## src/hw/rtl/lgr_pkg.sv

```systemverilog
// ----------------------------------------------------------------------------
// lgr_pkg - shared types and constants for the Life row stream
// Row width, register reset value, rule thresholds, the neighbor bundle
// passed between column cells and the result queue entry.
// ----------------------------------------------------------------------------
`timescale 1ns / 1ps
`default_nettype none

package lgr_pkg;

    // Fixed port widths
    localparam int ROW_BITS   = 64;
    localparam int WIDTH_BITS = 7;

    localparam logic [WIDTH_BITS-1:0] WIDTH_RESET = 7'd64;

    // B3/S23 thresholds
    localparam logic [3:0] LIFE_BIRTH = 4'd3;
    localparam logic [3:0] LIFE_STAY  = 4'd2;

    // Result queue sizing
    localparam int FIFO_DEPTH = 4;
    localparam int FIFO_PTR_W = 2;
    localparam int FIFO_CNT_W = 3;

    // Masked bits of one column, handed to both neighbors
    typedef struct packed {
        logic upper;
        logic middle;
        logic cur;
    } t_col;

    // Per-beat control broadcast to every cell
    typedef struct packed {
        logic load;
        logic clear;
    } t_cell_ctl;

    // One queued result beat
    typedef struct packed {
        logic [ROW_BITS-1:0] cells;
        logic                last;
    } t_result;

    // Next state of one cell from its eight neighbors
    function automatic logic life_rule(input logic alive, input logic [7:0] nbrs);
        logic [3:0] n;
        n = '0;
        for (int i = 0; i < 8; i++) begin
            n = n + 4'(nbrs[i]);
        end
        return (n == LIFE_BIRTH) || (alive && (n == LIFE_STAY));
    endfunction

endpackage

`default_nettype wire

```

## src/hw/rtl/life_generation_row_stream.sv

```systemverilog
// ----------------------------------------------------------------------------
// life_generation_row_stream - one Life generation (B3/S23) per row stream
// A row of column cells holds the two previous rows; each input beat yields
// the next generation of the pending row, if any, and on the last row also its own.
// ----------------------------------------------------------------------------
//  Channel | Direction | Handshake                | Payload
//  --------+-----------+--------------------------+----------------------------
//  in      | input     | i_in_valid / o_in_ready  | i_row_cells, i_last_row
//  out     | output    | o_out_valid / i_out_ready| o_next_row_cells, o_last_out
//  cfg     | input     | i_cfg_valid / o_cfg_ready| i_cfg_width_in_use
//
//  One row beat per cycle; all columns are computed in parallel by the cells.
//  Results pass through a 4-entry queue; a last row pushes two beats, so
//  input is taken while at most two entries are occupied.
//  Output drains one beat per cycle; a stalled output fills the queue and
//  then holds off input. Reset is synchronous: rows cleared, width 64.
// ----------------------------------------------------------------------------
`timescale 1ns / 1ps
`default_nettype none

module life_generation_row_stream
    import lgr_pkg::*;
#(
    parameter int ROW_CELLS = 64
) (
    input  wire logic                  i_clk,
    input  wire logic                  i_rst_n,
    input  wire logic                  i_in_valid,
    output logic                       o_in_ready,
    input  wire logic [ROW_BITS-1:0]   i_row_cells,
    input  wire logic                  i_last_row,
    output logic                       o_out_valid,
    input  wire logic                  i_out_ready,
    output logic [ROW_BITS-1:0]        o_next_row_cells,
    output logic                       o_last_out,
    input  wire logic                  i_cfg_valid,
    output logic                       o_cfg_ready,
    input  wire logic [WIDTH_BITS-1:0] i_cfg_width_in_use
);

    logic [WIDTH_BITS-1:0] r_width;
    logic                  r_mid_valid;
    t_result               r_fifo [FIFO_DEPTH];
    logic [FIFO_PTR_W-1:0] r_wr_ptr;
    logic [FIFO_PTR_W-1:0] r_rd_ptr;
    logic [FIFO_CNT_W-1:0] r_count;

    logic [FIFO_PTR_W-1:0] n_wr_ptr;
    logic [FIFO_PTR_W-1:0] w_wr_ptr1;
    logic [FIFO_CNT_W-1:0] n_count;
    logic                  w_accept;
    logic                  w_pop;
    logic                  w_push0;
    logic                  w_push1;
    t_cell_ctl             w_ctl;
    t_col                  w_col [ROW_CELLS];
    logic [ROW_BITS-1:0]   w_next_mid;
    logic [ROW_BITS-1:0]   w_next_last;
    t_result               w_entry0;
    t_result               w_entry1;

    // Handshakes
    assign o_cfg_ready = 1'b1;
    assign o_in_ready  = (r_count <= FIFO_CNT_W'(FIFO_DEPTH - 2));
    assign w_accept    = i_in_valid & o_in_ready;
    assign o_out_valid = (r_count != '0);
    assign w_pop       = o_out_valid & i_out_ready;

    assign w_ctl.load  = w_accept;
    assign w_ctl.clear = i_last_row;

    // Width register
    always_ff @(posedge i_clk) begin
        if (!i_rst_n) begin
            r_width <= WIDTH_RESET;
        end else if (i_cfg_valid) begin
            r_width <= i_cfg_width_in_use;
        end
    end

    // Pending row flag
    always_ff @(posedge i_clk) begin
        if (!i_rst_n) begin
            r_mid_valid <= 1'b0;
        end else if (w_accept) begin
            r_mid_valid <= ~i_last_row;
        end
    end

    // Column cells; columns past ROW_CELLS are always dead
    for (genvar k = 0; k < ROW_BITS; k++) begin : g_col
        if (k < ROW_CELLS) begin : g_cell
            t_col w_left;
            t_col w_right;
            if (k == 0) begin : g_ledge
                assign w_left = '0;
            end else begin : g_lnbr
                assign w_left = w_col[k-1];
            end
            if (k == ROW_CELLS - 1) begin : g_redge
                assign w_right = '0;
            end else begin : g_rnbr
                assign w_right = w_col[k+1];
            end
            lgr_cell u_cell (
                .i_clk       (i_clk),
                .i_rst_n     (i_rst_n),
                .i_ctl       (w_ctl),
                .i_active    (r_width > WIDTH_BITS'(k)),
                .i_cur       (i_row_cells[k]),
                .i_left      (w_left),
                .i_right     (w_right),
                .o_col       (w_col[k]),
                .o_next_mid  (w_next_mid[k]),
                .o_next_last (w_next_last[k])
            );
        end else begin : g_dead
            assign w_next_mid[k]  = 1'b0;
            assign w_next_last[k] = 1'b0;
        end
    end

    // Result beats; the pending row is all zero when no row is pending
    assign w_push0        = r_mid_valid | i_last_row;
    assign w_push1        = r_mid_valid & i_last_row;
    assign w_entry0.cells = r_mid_valid ? w_next_mid : w_next_last;
    assign w_entry0.last  = ~r_mid_valid;
    assign w_entry1.cells = w_next_last;
    assign w_entry1.last  = 1'b1;

    // Queue pointers and occupancy
    assign w_wr_ptr1 = r_wr_ptr + FIFO_PTR_W'(1);
    always_comb begin
        n_wr_ptr = r_wr_ptr;
        n_count  = r_count;
        if (w_accept) begin
            n_wr_ptr = r_wr_ptr + FIFO_PTR_W'(w_push0) + FIFO_PTR_W'(w_push1);
            n_count  = n_count + FIFO_CNT_W'(w_push0) + FIFO_CNT_W'(w_push1);
        end
        if (w_pop) begin
            n_count = n_count - FIFO_CNT_W'(1);
        end
    end

    always_ff @(posedge i_clk) begin
        if (!i_rst_n) begin
            r_wr_ptr <= '0;
            r_rd_ptr <= '0;
            r_count  <= '0;
        end else begin
            r_wr_ptr <= n_wr_ptr;
            r_count  <= n_count;
            if (w_pop) begin
                r_rd_ptr <= r_rd_ptr + FIFO_PTR_W'(1);
            end
        end
    end

    // Queue storage
    always_ff @(posedge i_clk) begin
        if (w_accept && w_push0) begin
            r_fifo[r_wr_ptr] <= w_entry0;
        end
        if (w_accept && w_push1) begin
            r_fifo[w_wr_ptr1] <= w_entry1;
        end
    end

    assign o_next_row_cells = r_fifo[r_rd_ptr].cells;
    assign o_last_out       = r_fifo[r_rd_ptr].last;

endmodule

`default_nettype wire

```

## src/hw/rtl/lgr_cell.sv

```systemverilog
// ----------------------------------------------------------------------------
// lgr_cell - one column of the Life row stream
// Holds this column's bit of the upper and pending rows, shares its masked
// bits with the left and right cells, and computes both candidate results.
// ----------------------------------------------------------------------------
`timescale 1ns / 1ps
`default_nettype none

module lgr_cell
    import lgr_pkg::*;
(
    input  wire logic      i_clk,
    input  wire logic      i_rst_n,
    input  wire t_cell_ctl i_ctl,
    input  wire logic      i_active,
    input  wire logic      i_cur,
    input  wire t_col      i_left,
    input  wire t_col      i_right,
    output t_col           o_col,
    output logic           o_next_mid,
    output logic           o_next_last
);

    logic r_upper;
    logic r_middle;
    logic w_cur;

    // Columns beyond the active width read as dead
    assign w_cur        = i_cur & i_active;
    assign o_col.upper  = r_upper & i_active;
    assign o_col.middle = r_middle & i_active;
    assign o_col.cur    = w_cur;

    // Pending row: upper above, incoming row below
    assign o_next_mid = i_active & life_rule(o_col.middle,
        {i_left.upper, o_col.upper, i_right.upper,
         i_left.middle, i_right.middle,
         i_left.cur, w_cur, i_right.cur});

    // Incoming row as the last one: pending above, dead below
    assign o_next_last = i_active & life_rule(w_cur,
        {i_left.middle, o_col.middle, i_right.middle,
         i_left.cur, i_right.cur,
         3'b000});

    // Shift the column down one row per accepted beat; the last row clears it
    always_ff @(posedge i_clk) begin
        if (!i_rst_n) begin
            r_upper  <= 1'b0;
            r_middle <= 1'b0;
        end else if (i_ctl.load) begin
            if (i_ctl.clear) begin
                r_upper  <= 1'b0;
                r_middle <= 1'b0;
            end else begin
                r_upper  <= r_middle;
                r_middle <= w_cur;
            end
        end
    end

endmodule

`default_nettype wire

```

## config.mk

```make
export PLATFORM = sky130hd
export DESIGN_NAME = life_generation_row_stream
export DESIGN_NICKNAME = d
export VERILOG_FILES = /design/src/hw/rtl/lgr_pkg.sv /design/src/hw/rtl/life_generation_row_stream.sv /design/src/hw/rtl/lgr_cell.sv
export SDC_FILE = /design/constraint.sdc
export NUM_CORES = 2
export LEC_CHECK = 0
export ABC_AREA = 1
export ABC_CLOCK_PERIOD_IN_PS = 4960
export BUFFER_PORTS_ARGS = -buffer_cell sky130_fd_sc_hd__buf_4
export CAP_MARGIN = 25
export CORE_MARGIN = 4
export CORE_UTILIZATION = 33
export DETAILED_ROUTE_END_ITERATION = 6
export MAX_ROUTING_LAYER = met4
export PLACE_DENSITY_LB_ADDON = 0.05
export SLEW_MARGIN = 10
export SYNTH_ARGS = -nofsm -noshare
export SYNTH_HDL_FRONTEND = slang
export SYNTH_SLANG_ARGS = --single-unit
export TNS_END_PERCENT = 5
```

## constraint.sdc

```tcl
create_clock -name i_clk -period 4.96 [get_ports i_clk]
set_clock_uncertainty 0.15 [all_clocks]
set_input_delay 0.496 -clock i_clk [delete_from_list [all_inputs] [get_ports i_clk]]
set_output_delay 0.496 -clock i_clk [all_outputs]
set_load 0.005 [all_outputs]
```

==> results.md <==
- Critical Path End Type: register
- Worst Path Arrival: 5.09 ns
- Clock latency on the worst-skew pair: 0.65 ns
- Fin crit share: 95.3%
- Avg WL per Cell: 20.1 um
- Port Buffer Count: 143
- Finished layout cell area: 0.0446 mm^2
- Core area: 0.115 mm^2
- Commonest non-fill, non-tap cells in the layout: nand2_1 (1251), inv_1 (953), nor2_1 (388)
- Status: finished, final reports clean
- Pwr dens: 309 mW/mm^2
- Crit path kind: reg2reg
- DR vias: 31710
- CP required: 5.32 ns
- Cells after Synth: 4813
- Vias per inst: 4.77
- Antenna-violating nets left: 0
- Cells on worst reg2reg path: 22
- Pre-antenna DRT Iters: 6
- Residual DRC: 0
- Post-synth EDFFs: 256
- CP Launch Type: register
- Seq/Total Area, Yosys: 27.9%
- Switch share: 40.3%
- # nets final: 5858
- Vias in the first global route: 31930
- Yosys warnings: 0
- Standby leakage power: 21.9 nW
- Post-Place Cell Area: 0.0426 mm^2
- Maximum clock path buffer count: 3
- Number of max-cap violations: 0
- Final min period: 4.73 ns
- Worst Hold Depth: 3
- 1st-iter DRT viols: 1968
- Post-synthesis cell type count: 56
- Crit path max fanout: 5
- NetSw: 5.55 mW
- Syn Area/Cell: 7.95 um^2
- Final Hold Viols: 0
- Post-DP HPWL: 97100 um
- CTS tree: yes
- Combinational group share of total power: 40.1%
- P_int: 8.21 mW
- FF+latch count, synth: 405
- GRT overflow: 0
- Clock power frac: 30.3%
- Peak supply drop: 0.000258 V
- Largest net degree at the start of global routing: 134
- Async S/R FF share, synth: 0%
- Final Power: 13.8 mW
- Unrepaired setup endpoints after global routing: yes
- Max Slew Vio Count: 0
- Num rows: 124
- Share of cells above drive strength 1: 12.3%
- Rel. slew slack: 30.1%
- Clock root cell: clkbuf_16
- Worst slew pin tran: 1.05 ns
- Clock Pin Slew Worst Setup and Hold Paths: 0.06 ns
- Cts bufs inserted: 56
- Final Setup Violations: 0
- Gpl congestion: 0.857
- I/O pins: 145
- Synth Cell Area: 0.0383 mm^2
- Syn_nets: 5580
- Clk sinks: 405
- Initial Util: 33.3%
- Sequential Power Share: 29.6%
- Die height: 349 um
- Area growth from synthesis to layout: 16.4%
- Initial antenna violation count: 3
- Max Fclk: 0.212 GHz
- Predominant post-synthesis flop cell: edfxtp_1
- Most common cell after layout, fill and taps aside: nand2_1
- Number of H-tree levels: 2
- Hold Path Class: in2reg
- Die W: 349 um
- WL final: 133000 um
- Full die area: 0.121 mm^2
- Global Route Usage Sum: 22.7%
- First-pass GRT wire length: 203000 um
worst paths after layout:
check / from / to / slack (ns)
max: r_width[1] / r_fifo[3][60] / 0.23
min: i_out_ready / r_count[1] / 0.1
max reg2reg: r_width[1] / r_fifo[3][60] / 0.23
min reg2reg: g_col[21].g_cell.u_cell.r_upper / g_col[21].g_cell.u_cell.r_upper / 0.31
per-stage QoR:
stage	utilization, %	hold slack [ns]	setup slack (ns)	setup TNS, ns	std cells
6_report	38.8	0.0956	0.233	0	6652
5_1_grt	38.8	0.0887	-0.0342	-0.147	6652
4_1_cts	38.7	0.0499	0.0199	0	6649
3_5_place_dp	37.1	0.305	-0.112	-0.745	6541
3_3_place_gp	37.1	0.298	-0.105	-0.659	6541
2_1_floorplan	-	0.286	0.597	0	4813
power groups by stage:
| stage | combinational (mW) | sequential, mW | clock, mW |
|---|---|---|---|
| 2_1_floorplan | 3.23 | 4.05 | 0 |
| 3_3_place_gp | 5.56 | 4.15 | 0 |
| 3_5_place_dp | 5.59 | 4.14 | 0 |
| 4_1_cts | 5.61 | 4.07 | 4.29 |
| 5_1_grt | 6.28 | 4.10 | 4.42 |
| 6_report | 5.53 | 4.07 | 4.17 |
cells in the mapped netlist (all sizes together) (4+ instances only):
cell type | instances | area share [%]
o31ai | 4 | 0.078
o211a | 15 | 0.39
or2 | 8 | 0.13
xnor2 | 7 | 0.16
nor3 | 21 | 0.30
ha | 310 | 10
buf | 78 | 1.0
a22oi | 7 | 0.14
o211ai | 30 | 0.59
nor3b | 27 | 0.54
a31o | 16 | 0.37
clkbuf | 79 | 0.77
o22ai | 69 | 1.1
inv | 992 | 9.7
o2111ai | 20 | 0.46
nor2 | 419 | 4.4
edfxtp | 256 | 20
nand2 | 1280 | 13
nand3 | 229 | 3.1
a21oi | 169 | 2.3
nand3b | 4 | 0.078
nor4 | 5 | 0.098
a31oi | 12 | 0.20
o21ai | 208 | 2.9
dfxtp | 149 | 7.8
fa | 380 | 20
layout make-up:
type / count / area (um^2)
fillers: 12021 / 70300
multi-input cells: 3259 / 23300
flip-flops and latches: 405 / 10700
inverters: 992 / 3740
repair buffers: 377 / 3060
well taps: 1512 / 1890
clock buffers: 74 / 1540
clock inverters: 32 / 309
diodes: 1 / 2.50
flip-flops by register name, summed over array words and instances, names as in the netlist, named ones only:
| name | cells |
|---|---|
| g_col.g_cell.u_cell.r_middle | 64 |
| g_col.g_cell.u_cell.r_upper | 64 |
| r_count | 3 |
| r_fifo | 260 |
| r_mid_valid | 1 |
| r_rd_ptr | 2 |
| r_width | 7 |
| r_wr_ptr | 2 |
layer usage:
metal | up-vias | share of wire (%) | global-route usage, %
li1 | 15630 | - | -
met1 | 15332 | 49 | 31.9
met2 | 611 | 46 | 35.9
met3 | 137 | 3.7 | 2.28
met4 | 0 | 1.8 | 4.19
met5 | - | 0 | -
critical path, cell delays in order, from the launching register on:
cell	delay, ns
dfxtp_1	0.45
inv_2	0.09
nand2_1	0.15
nand2_4	0.17
o21ai_4	0.21
inv_1	0.07
nor2_1	0.18
buf_4	0.19
ha_1	0.23
inv_1	0.06
fa_1	0.43
fa_1	0.49
inv_1	0.05
fa_1	0.42
inv_1	0.09
fa_1	0.40
nor2_1	0.12
o221ai_1	0.12
nor2_1	0.10
nand2_1	0.09
nand2_1	0.17
nand2_1	0.08
nand2_1	0.07
logic make-up (layout without fill, tap and decap cells):
logic type      after synthesis  count (layout)  synth area share (%)
simple gates               1997            1997                  21.5
buf+inv                    1149            1475                  11.6
fa+ha+maj                   690             690                  30.0
compound gates              561             561                  8.78
flops                       405             405                  27.9
xor+xnor                      9               9                 0.206
other cells                   1               2               0.00980
mux                           1               1                0.0262
repair_timing:
action / CTS / global route
buffers inserted: 0 / 2
pin swaps: 0 / 0
hold buffers: 2 / 0
hold endpoints to repair: 4 / 0
gates resized for setup: 1 / 43
setup endpoints to repair: 9 / 163
Note: power is estimated with default switching activity, not from simulation.
